## config.mk

```make
export PLATFORM = sky130hd
export DESIGN_NAME = dual_slot_header_validator
export DESIGN_NICKNAME = d
export VERILOG_FILES = /design/src/rtl/dshv_pkg.sv /design/src/rtl/dshv_hdr.sv /design/src/rtl/dshv_slot.sv /design/src/rtl/dual_slot_header_validator.sv
export SDC_FILE = /design/constraint.sdc
export NUM_CORES = 1
export LEC_CHECK = 0
export BUFFER_PORTS_ARGS = -buffer_cell sky130_fd_sc_hd__buf_2
export CAP_MARGIN = 5
export CORE_MARGIN = 1.5
export CORE_UTILIZATION = 32
export DETAILED_ROUTE_END_ITERATION = 12
export PLACE_DENSITY = 0.45
export SLEW_MARGIN = 20
export SYNTH_ARGS = -nofsm -noshare
export SYNTH_HDL_FRONTEND = slang
export SYNTH_HIERARCHICAL = 1
export SYNTH_SLANG_ARGS = --single-unit
export TNS_END_PERCENT = 5
```

## constraint.sdc

```tcl
create_clock -name clk -period 26.4 [get_ports clk]
set_input_delay 3.96 -clock clk [delete_from_list [all_inputs] [get_ports clk]]
set_output_delay 3.96 -clock clk [all_outputs]
set_load 0.01 [all_outputs]
```

## src/rtl/dshv_pkg.sv

```systemverilog
`timescale 1ns / 1ps

package dshv_pkg;

  localparam int unsigned HEADER_BYTES = 28;
  localparam int unsigned IDX_W        = 5;
  localparam logic [7:0]  MAX_FORMAT   = 8'd13;
  localparam logic [3:0]  TABLE_TOP    = 4'd13;

  localparam logic [31:0] MAGIC_WORD   = 32'h5453_544E;
  localparam logic [31:0] COMMIT_WORD  = 32'h434F_4D4D;
  localparam logic [31:0] CRC_POLY     = 32'hEDB8_8320;
  localparam logic [31:0] CRC_INIT     = 32'hFFFF_FFFF;

  // byte offsets at which a header field completes
  localparam logic [IDX_W-1:0] IDX_MAGIC  = 5'd3;
  localparam logic [IDX_W-1:0] IDX_VER    = 5'd5;
  localparam logic [IDX_W-1:0] IDX_HSIZE  = 5'd7;
  localparam logic [IDX_W-1:0] IDX_SEQ    = 5'd11;
  localparam logic [IDX_W-1:0] IDX_LEN    = 5'd15;
  localparam logic [IDX_W-1:0] IDX_PCRC   = 5'd19;
  localparam logic [IDX_W-1:0] IDX_HCRC   = 5'd23;
  localparam logic [IDX_W-1:0] IDX_COMMIT = 5'd27;
  localparam logic [IDX_W-1:0] IDX_LAST   = IDX_W'(HEADER_BYTES - 1);
  localparam logic [IDX_W-1:0] CRC_BYTES  = 5'd20;

  typedef struct packed {
    logic        done;
    logic        slot;
    logic        ok;
    logic [31:0] seq;
    logic [3:0]  ver;
    logic [31:0] len;
    logic [31:0] pcrc;
  } hdr_done_t;

  function automatic logic [31:0] crc_byte(input logic [31:0] c, input logic [7:0] b);
    logic [31:0] r;
    r = c ^ {24'd0, b};
    for (int k = 0; k < 8; k++) begin
      r = r[0] ? ((r >> 1) ^ CRC_POLY) : (r >> 1);
    end
    return r;
  endfunction

  function automatic logic [8:0] len_for_ver(input logic [3:0] v);
    logic [8:0] n;
    case (v)
      4'd1:    n = 9'd36;
      4'd2:    n = 9'd64;
      4'd3:    n = 9'd104;
      4'd4:    n = 9'd168;
      4'd5:    n = 9'd184;
      4'd6:    n = 9'd184;
      4'd7:    n = 9'd204;
      4'd8:    n = 9'd256;
      4'd9:    n = 9'd292;
      4'd10:   n = 9'd344;
      4'd11:   n = 9'd348;
      4'd12:   n = 9'd448;
      4'd13:   n = 9'd472;
      default: n = 9'd0;
    endcase
    return n;
  endfunction

endpackage

```

## src/rtl/dshv_hdr.sv

```systemverilog
`timescale 1ns / 1ps

module dshv_hdr (
  input  logic                clk,
  input  logic                rst_n,
  input  logic                in_valid,
  output logic                in_stall,
  input  logic                in_slot,
  input  logic [7:0]          in_header_byte,
  input  logic                in_read_error,
  input  logic                hold_last,
  output dshv_pkg::hdr_done_t hdr
);

  logic [dshv_pkg::IDX_W-1:0] idx_r, idx_nxt;
  logic [31:0] crc_r, crc_nxt;
  logic [31:0] acc_r, acc_nxt;
  logic [3:0]  ver_r, ver_nxt;
  logic        ver_tab_r, ver_tab_nxt;
  logic [31:0] seq_r, seq_nxt;
  logic [31:0] len_r, len_nxt;
  logic [31:0] pcrc_r, pcrc_nxt;
  logic        pass_r, pass_nxt;
  logic        last;
  logic        accept;
  logic [15:0] hi_half;

  assign last     = (idx_r == dshv_pkg::IDX_LAST);
  // the final word needs the result register free
  assign in_stall = hold_last && last;
  assign accept   = in_valid && !in_stall;
  assign acc_nxt  = {in_header_byte, acc_r[31:8]};
  assign hi_half  = acc_nxt[31:16];

  always_comb begin
    idx_nxt     = idx_r;
    crc_nxt     = crc_r;
    ver_nxt     = ver_r;
    ver_tab_nxt = ver_tab_r;
    seq_nxt     = seq_r;
    len_nxt     = len_r;
    pcrc_nxt    = pcrc_r;
    pass_nxt    = pass_r;
    if (in_read_error) begin
      pass_nxt = 1'b0;
    end
    if (idx_r < dshv_pkg::CRC_BYTES) begin
      crc_nxt = dshv_pkg::crc_byte(crc_r, in_header_byte);
    end
    case (idx_r)
      dshv_pkg::IDX_MAGIC: begin
        if (acc_nxt != dshv_pkg::MAGIC_WORD) pass_nxt = 1'b0;
      end
      dshv_pkg::IDX_VER: begin
        ver_nxt     = hi_half[3:0];
        ver_tab_nxt = (hi_half != 16'd0) && (hi_half <= {12'd0, dshv_pkg::TABLE_TOP});
        if (hi_half == 16'd0 || hi_half > {8'd0, dshv_pkg::MAX_FORMAT}) pass_nxt = 1'b0;
      end
      dshv_pkg::IDX_HSIZE: begin
        if (hi_half != 16'(dshv_pkg::HEADER_BYTES)) pass_nxt = 1'b0;
      end
      dshv_pkg::IDX_SEQ:  seq_nxt  = acc_nxt;
      dshv_pkg::IDX_LEN:  len_nxt  = acc_nxt;
      dshv_pkg::IDX_PCRC: pcrc_nxt = acc_nxt;
      dshv_pkg::IDX_HCRC: begin
        if (acc_nxt != ~crc_r) pass_nxt = 1'b0;
      end
      dshv_pkg::IDX_COMMIT: begin
        if (acc_nxt != dshv_pkg::COMMIT_WORD) pass_nxt = 1'b0;
      end
      default: ;
    endcase
    if (last) begin
      idx_nxt = '0;
    end else begin
      idx_nxt = idx_r + 1'b1;
    end
  end

  always_comb begin
    hdr.done = accept && last;
    hdr.slot = in_slot;
    hdr.ok   = pass_nxt && ver_tab_r && (len_r == {23'd0, dshv_pkg::len_for_ver(ver_r)});
    hdr.seq  = seq_r;
    hdr.ver  = ver_r;
    hdr.len  = len_r;
    hdr.pcrc = pcrc_r;
  end

  always_ff @(posedge clk) begin
    if (!rst_n) begin
      idx_r  <= '0;
      crc_r  <= dshv_pkg::CRC_INIT;
      pass_r <= 1'b1;
    end else if (accept) begin
      if (last) begin
        // drop the finished header, start over
        idx_r  <= '0;
        crc_r  <= dshv_pkg::CRC_INIT;
        pass_r <= 1'b1;
      end else begin
        idx_r  <= idx_nxt;
        crc_r  <= crc_nxt;
        pass_r <= pass_nxt;
      end
    end
  end

  always_ff @(posedge clk) begin
    if (accept) begin
      acc_r     <= acc_nxt;
      ver_r     <= ver_nxt;
      ver_tab_r <= ver_tab_nxt;
      seq_r     <= seq_nxt;
      len_r     <= len_nxt;
      pcrc_r    <= pcrc_nxt;
    end
  end

endmodule

```

## src/rtl/dshv_slot.sv

```systemverilog
`timescale 1ns / 1ps

module dshv_slot (
  input  logic                clk,
  input  logic                rst_n,
  input  dshv_pkg::hdr_done_t hdr,
  output logic                hold_last,
  output logic                out_valid,
  input  logic                out_stall,
  output logic                out_slot_id,
  output logic                out_slot_ok,
  output logic [31:0]         out_seq_number,
  output logic [3:0]          out_format_ver,
  output logic [31:0]         out_body_length,
  output logic [31:0]         out_body_crc,
  output logic                out_load_first,
  output logic                out_any_loadable,
  output logic                out_store_target,
  output logic [31:0]         out_store_seq
);

  logic [1:0]  vld_r, vld_nxt;
  logic [31:0] sq_r [2];
  logic [31:0] sq_nxt [2];
  logic        first, target;
  logic [31:0] sseq;
  logic        out_valid_r, out_valid_nxt;
  logic        slot_r, ok_r, first_r, any_r, target_r;
  logic [31:0] seq_r, len_r, pcrc_r, sseq_r;
  logic [3:0]  ver_r;

  always_comb begin
    vld_nxt   = vld_r;
    sq_nxt[0] = sq_r[0];
    sq_nxt[1] = sq_r[1];
    if (hdr.done) begin
      vld_nxt[hdr.slot] = hdr.ok;
      sq_nxt[hdr.slot]  = hdr.ok ? hdr.seq : 32'd0;
    end
  end

  // equal sequences: load slot 0, overwrite slot 0
  always_comb begin
    first = vld_nxt[1] && (!vld_nxt[0] || (sq_nxt[1] > sq_nxt[0]));
    if (!vld_nxt[0]) begin
      target = 1'b0;
      sseq   = 32'd1;
    end else if (!vld_nxt[1]) begin
      target = 1'b1;
      sseq   = sq_nxt[0] + 32'd1;
    end else if (sq_nxt[0] <= sq_nxt[1]) begin
      target = 1'b0;
      sseq   = sq_nxt[1] + 32'd1;
    end else begin
      target = 1'b1;
      sseq   = sq_nxt[0] + 32'd1;
    end
  end

  assign hold_last     = out_valid_r && out_stall;
  assign out_valid_nxt = hdr.done || hold_last;

  always_ff @(posedge clk) begin
    if (!rst_n) begin
      vld_r       <= 2'b00;
      out_valid_r <= 1'b0;
    end else begin
      vld_r       <= vld_nxt;
      out_valid_r <= out_valid_nxt;
    end
  end

  always_ff @(posedge clk) begin
    if (hdr.done) begin
      sq_r[0]  <= sq_nxt[0];
      sq_r[1]  <= sq_nxt[1];
      slot_r   <= hdr.slot;
      ok_r     <= hdr.ok;
      seq_r    <= hdr.ok ? hdr.seq : 32'd0;
      ver_r    <= hdr.ok ? hdr.ver : 4'd0;
      len_r    <= hdr.ok ? hdr.len : 32'd0;
      pcrc_r   <= hdr.ok ? hdr.pcrc : 32'd0;
      first_r  <= first;
      any_r    <= vld_nxt[0] || vld_nxt[1];
      target_r <= target;
      sseq_r   <= sseq;
    end
  end

  assign out_valid        = out_valid_r;
  assign out_slot_id      = slot_r;
  assign out_slot_ok      = ok_r;
  assign out_seq_number   = seq_r;
  assign out_format_ver   = ver_r;
  assign out_body_length  = len_r;
  assign out_body_crc     = pcrc_r;
  assign out_load_first   = first_r;
  assign out_any_loadable = any_r;
  assign out_store_target = target_r;
  assign out_store_seq    = sseq_r;

endmodule

```

## src/rtl/dual_slot_header_validator.sv

```systemverilog
`timescale 1ns / 1ps
// The result word is registered and valid in the cycle after byte 27 of a header is taken.
// The input takes one header byte per cycle while in_stall is low.
// The input stalls only on byte 27 while the previous result is still held;
// every other byte is taken regardless of the output side.
// Reset (rst_n low, synchronous): byte count cleared, both slots invalid, no result.

module dual_slot_header_validator (
  input  logic        clk,
  input  logic        rst_n,
  input  logic        in_valid,
  output logic        in_stall,
  input  logic        in_slot,
  input  logic [7:0]  in_header_byte,
  input  logic        in_read_error,
  output logic        out_valid,
  input  logic        out_stall,
  output logic        out_slot_id,
  output logic        out_slot_ok,
  output logic [31:0] out_seq_number,
  output logic [3:0]  out_format_ver,
  output logic [31:0] out_body_length,
  output logic [31:0] out_body_crc,
  output logic        out_load_first,
  output logic        out_any_loadable,
  output logic        out_store_target,
  output logic [31:0] out_store_seq
);

  dshv_pkg::hdr_done_t hdr;
  logic                hold_last;

  dshv_hdr u_hdr (
    .clk            (clk),
    .rst_n          (rst_n),
    .in_valid       (in_valid),
    .in_stall       (in_stall),
    .in_slot        (in_slot),
    .in_header_byte (in_header_byte),
    .in_read_error  (in_read_error),
    .hold_last      (hold_last),
    .hdr            (hdr)
  );

  dshv_slot u_slot (
    .clk              (clk),
    .rst_n            (rst_n),
    .hdr              (hdr),
    .hold_last        (hold_last),
    .out_valid        (out_valid),
    .out_stall        (out_stall),
    .out_slot_id      (out_slot_id),
    .out_slot_ok      (out_slot_ok),
    .out_seq_number   (out_seq_number),
    .out_format_ver   (out_format_ver),
    .out_body_length  (out_body_length),
    .out_body_crc     (out_body_crc),
    .out_load_first   (out_load_first),
    .out_any_loadable (out_any_loadable),
    .out_store_target (out_store_target),
    .out_store_seq    (out_store_seq)
  );

endmodule

```

# --- Word-level counts from Yosys, hierarchy flattened ---
# Memory sizes are Yosys's and may differ from the RTL's. A register that Yosys moved wholly into a read port is not among the register bits.
# Index checks and enable logic that the tools add are counted.
totals:
  ff_bits: 311
  mem_bits_rw: 64
  rom_bits: 112
  inputBits: 14
  memories: 2
op_classes:
  add_sub_neg: 3
  n_lt_le_gt_ge: 9
  n_eq_ne: 13
  n_mux: 35
  n_bitwise: 11
  reduce_logical: 24
memory_table:
  columns: ["name", "depth", "word_bits", "rd", "rd_clocked_by_memory_dff", "wr", "line", "source"]
  rows:
  - ["(no name shown)", 16, 7, 1, 1, 0, "dshv_pkg.sv:48", "case (v)"]
  - ["u_slot.sq_r", 2, 32, 2, 0, 2, "dshv_slot.sv:23", "logic [31:0] sq_r [2];"]
ops:
  columns: ["op", "n"]
  rows:
  - ["$mux W32", 14]
  - ["$not A13 Y14", 8]
  - ["$add A32 B1 Y32 const B", 2]
  - ["$bwmux W64", 1]
  - ["$mux W64", 1]
  - ["$ne A32 B31 Y1 const B", 2]
  - ["$demux W32 S1", 1]
  - ["$eq A32 B9 Y1", 1]
  - ["$gt A32 B32 Y1", 1]
  - ["$le A32 B32 Y1", 1]
  - ["$ne A32 B32 Y1", 1]
  - ["$not A32 Y32", 1]
  - ["$xor A32 B8 Y32", 1]
  - ["$gt A16 B4 Y1 const B", 1]
  - ["$le A16 B4 Y1 const B", 1]
  - ["$logic_not A16 Y1", 1]
  - ["$ne A16 B5 Y1 const B", 1]
  - ["$reduce_bool A16 Y1", 1]
  - ["$eq A5 B5 Y1 const B", 3]
  - ["$mux W1", 12]
  - ["$eq A5 B3 Y1 const B", 2]
  - ["$eq A5 B4 Y1 const B", 2]
  - ["$logic_and A1 B1 Y1", 10]
  - ["$reduce_and A2 Y1", 5]
  - ["17 further kinds", 21]

# --- Longest topological paths before layout ---
depth:
  depth_word: 19
  ltp_mapped: 25

# --- By module ---
# Netlist, hierarchy kept.
modules_own_cells:
  columns: ["module", "n_inst", "cells_per_inst", "area_each_um2"]
  rows:
  - ["dshv_slot", 1, 827, 10297.4]
  - ["dshv_hdr", 1, 510, 7136.8]

# --- Worst setup path before layout ---
# No wires, ideal clock.
synth_timing:
  kind: "input to register"
  startpoint: "in out_stall"
  endpoint: "reg u_slot.sseq_r[10], in the netlist u_slot/out_store_seq[10], data pin"
  setup_ps: 266
  t_arrival_ps: 16795
  t_required_ps: 26134
  slack_ps: 9339
  path_stages: 21
  path_buffers: 6
  path_cell_list: "and2_1 -> and2_1 -> nand2b_4 -> nor2_1 -> buf_6 -> nand2b_1 -> buf_4 -> buf_6 -> buf_2 -> buf_1 -> o21ai_0 -> ha_1 -> a21oi_1 -> nand2_1 -> a221oi_1 -> o21a_1 -> nand2_1 -> a21oi_1 -> clkbuf_1 -> mux2i_1 -> nor2_1"
synth_lines:
  columns: ["item", "line", "source"]
  rows:
  - ["from (decl)", "dual_slot_header_validator.sv:17", "input logic out_stall,"]
  - ["to (signal assigned)", "dshv_slot.sv:86", "sseq_r <= sseq;"]
  - ["to (decl)", "dshv_slot.sv:29", "logic [31:0] seq_r, len_r, pcrc_r, sseq_r;"]

==> results.sh <==
export IMPL_routed_top_layer="met4"
export IMPL_synth_avg_cell_area_um2=13.04
export IMPL_syn_num_nets=1393
export IMPL_cts_max_level=2
export IMPL_ir_worst_vdd_v=0.00004243
export IMPL_synthToLayoutAreaGrowth_pct=16.91
export IMPL_slew_viol_final=0
export IMPL_yosysUniqueCellTypes=71
export IMPL_clkLatencyLatePin_ns=0.58
export IMPL_cts_hold_fix_buffers=0
export IMPL_setup_viol=0
export IMPL_critPathKind="input pin to register"
export IMPL_numCtsBuffers=43
export IMPL_synth_area_leader_cell="edfxtp_1"
export IMPL_crit_path_cell_trace="buf_2 > nor4_1 > nand4_1 > a221oi_1 > a21oi_1 > a311oi_4 > buf_4 > nand2_1 > o21ai_0 > inv_1 > ha_1 > nand4_1 > nor4_1 > nand2_1 > a21oi_4 > buf_4 > mux2i_1 > nor2_1"
export IMPL_yosys_warnings=6
export IMPL_worst_ep_required_time_ns=26.69
export IMPL_fin_setup_tns_ns=0
export IMPL_cts_buffer_depth=3
export IMPL_async_flop_share_pct=0
export IMPL_grt_overflow_total=0
export IMPL_multi_input_area_mm2=0.006145
export IMPL_critPathSlowestCell="buf_4"
export IMPL_hold_class="register to register"
export IMPL_synthTopCellsByArea="edfxtp_1 (56%), dfxtp_1 (5.5%), xnor2_1 (5.5%), and2_1 (4.0%), mux2i_1 (3.6%)"
export IMPL_p_per_area_mw_per_mm2=75.03
export IMPL_rows=85
export IMPL_cp_max_fo=91
export IMPL_drt_met1_wl_um=22770
export IMPL_leakage_uw=0.007357
export IMPL_drv_cap=0
export IMPL_synth_cells=1337
export IMPL_grt_pass1_vias=10984
export IMPL_worst_setup_path_end_kind="register"
export IMPL_cp_arrival_ns=9.74
export IMPL_post_cts_buffers=0
export IMPL_skew_ns=0.01835
export IMPL_design_die_area_mm2=0.05589
export IMPL_synthesis_area_mm2=0.01743
export IMPL_rsz0062_at_grt="no"
export IMPL_wl_met3_um=1937
export IMPL_synth_edf_count=326
export IMPL_ff_latch_area_mm2=0.01075
export IMPL_wl_per_cell_um=22.15
export IMPL_tightest_slew_ns=0.8637
export IMPL_num_fill_cells=5201
export IMPL_drt_iter0_markers=719
export IMPL_drt_wl_total_um=49250
export IMPL_dp_hpwl_um=33860
export IMPL_power_uw=1529
export IMPL_vias=10914
export IMPL_hold_viol=0
export IMPL_period_needed_ns=9.447
export IMPL_status="finished, final reports clean"
export IMPL_synth_top_area_share_pct=56.15
export IMPL_detail_route_antenna_nets=0
export IMPL_yosysSeqAreaShare_pct=61.66
export IMPL_drc=0
export IMPL_grt_pass1_wl_um=73350
export IMPL_layout_drive_gt1_share_pct=18.52
export IMPL_start_util_pct=32.40
export IMPL_root_buffer="clkbuf_16"
export IMPL_antenna_found_initial=1
export IMPL_cts_repair_resized=0
export IMPL_crit_path_max_incr_delay_ns=0.61
export IMPL_ys_flop_type="edfxtp_1"
export IMPL_critPathLaunchType="input pin"
export IMPL_drtPass1Iterations=5
export IMPL_grt_max_degree=149
export IMPL_fmax_mhz=105.8
export IMPL_cp_top_family="compound AO/OA/AOI/OAI gates"
export IMPL_relSlewSlack_pct=42.42
export IMPL_gp_congestion=0.8454
export IMPL_fp_dieH_um=236.4
export IMPL_nets=1550
export IMPL_coreArea_mm2=0.05381
export IMPL_cts_tree="done"
export IMPL_cts_sinks=374
export IMPL_grt_usage_pct=17.61
export IMPL_ys_ff_latch=374
export IMPL_viasPerCell=4.907
export IMPL_antenna_cells=0
export IMPL_io_pins=153
export IMPL_fin_crit_sh_pct=35.79
export IMPL_path_buf_inv=4
export IMPL_io_buffers=152
export IMPL_clk_pin_slew_worst_paths_ns=0.06
export IMPL_die_w_um=236.4
export IMPL_dr_wl_met2_um=23460
==> metal layers <==
layer | up-vias | global-route usage [%]
met5 | - | 0
met3 | 62 | 2.879
met1 | 5428 | 24.35
met4 | 0 | 4.973
met2 | 232 | 28.48
li1 | 5192 | -
==> per-stage QoR <==
step | cell area, µm² | cells | worst slack [ns] | utilization, % | hold slack [ns]
floorplan | 17430 | 1337 | 9.339 | - | 0.4965
finish | 20380 | 2224 | 16.95 | 37.87 | 0.5226
global route | 20380 | 2224 | 16.49 | 37.87 | 0.5359
detailed placement | 18970 | 2145 | 16.35 | 35.25 | 0.5116
global placement | 18940 | 2144 | 16.40 | 35.20 | 0.5066
CTS | 20380 | 2224 | 16.95 | 37.87 | 0.5261
==> cells in the mapped netlist (3+ instances only) <==
cell type / count
mux2_2: 8
dfxtp_1: 48
xnor2_4: 3
a221oi_1: 4
edfxtp_1: 326
a31oi_1: 3
xnor2_2: 5
and4_1: 3
xor2_1: 45
and2_1: 112
mux2i_1: 62
o22ai_1: 24
o21ai_1: 8
and4b_1: 5
nor2b_1: 6
nand2b_1: 3
buf_4: 13
a222oi_1: 4
buf_2: 9
clkbuf_1: 28
nand2_1: 66
nor3_1: 32
a21bo_2: 12
and3_1: 4
nand4_1: 45
nand3_1: 24
xnor2_1: 109
ha_1: 42
nor4b_1: 4
a21oi_1: 24
buf_1: 3
or4_1: 8
a211oi_1: 10
nor4_1: 24
nor2_1: 67
o21ai_0: 21
inv_1: 71
buf_6: 5
==> cell usage in the layout, fill, tap and decap left out, types with 32 or more instances in the layout <==
cell type	n
xor2_1	45
dfxtp_1	48
buf_2	152
nand2_1	66
and2_1	112
inv_1	71
nor2_1	66
edfxtp_1	326
nor3_1	32
clkbuf_16	46
nand4_1	45
xnor2_1	109
ha_1	42
mux2i_1	61
==> cells by family after synthesis <==
group | Yosys count | synth area share, %
AND/OR/NAND/NOR | 425 | 13.62
flip-flops | 374 | 61.66
XOR/XNOR | 167 | 9.308
buffers and inverters | 131 | 3.387
AO/OA/AOI/OAI | 127 | 4.851
multiplexers | 71 | 4.155
adder cells (fa/ha/maj) | 42 | 3.014
==> layout make-up <==
type,count,area share (%)
Clock buffer,57,5.948
Inverter,73,1.351
Tap cell,696,4.273
Timing Repair Buffer,170,4.555
Multi-Input combinational cell,832,30.15
Clock inverter,22,0.9822
Sequential cell,374,52.74
==> path summary, 6_finish.rpt <==
check                           cells past startpoint  slack (ns)                  endpoint              start
worst min-delay path                                1        0.52   u_slot/out_body_crc[17]   u_hdr/pcrc_r[17]
worst min register to register                      1        0.52   u_slot/out_body_crc[17]   u_hdr/pcrc_r[17]
worst max-delay path                               18       16.95  u_slot/out_store_seq[11]  in_header_byte[1]
worst max register to register                     18       19.48  u_slot/out_store_seq[11]     u_hdr/idx_r[0]
==> power by group <==
| group | internal (µW) | total [µW] | switching (µW) |
|---|---|---|---|
| clock network | 353 | 598 | 245 |
| logic | 119 | 239 | 119 |
| registers | 658 | 692 | 33.6 |
| total | 1130 | 1530 | 398 |
==> registers in the layout (all words and copies together) (netlist names), 4 cells and up, named ones only <==
name                    cells
u_hdr/acc_r                24
u_hdr/crc_r                32
u_hdr/idx_r                 5
u_hdr/len_r                32
u_hdr/pcrc_r               32
u_hdr/seq_r                32
u_hdr/ver_r                 4
u_slot/out_body_crc        32
u_slot/out_body_length     32
u_slot/out_format_ver       4
u_slot/out_seq_number      32
u_slot/out_store_seq       32
u_slot/sq_r                64
==> worst register-to-register path, delay by kind of cell (launching register included) <==
| family | cells | cell delay (ns) |
|---|---|---|
| AOI/OAI and AO/OA | 2 | 1.13 |
| buffers and inverters | 4 | 1.65 |
| and+or+nand+nor | 9 | 2.56 |
| muxes | 1 | 0.28 |
| DFF | 1 | 0.34 |
| adders and majority gates | 2 | 0.66 |
(Power assumes the default switching activity.)
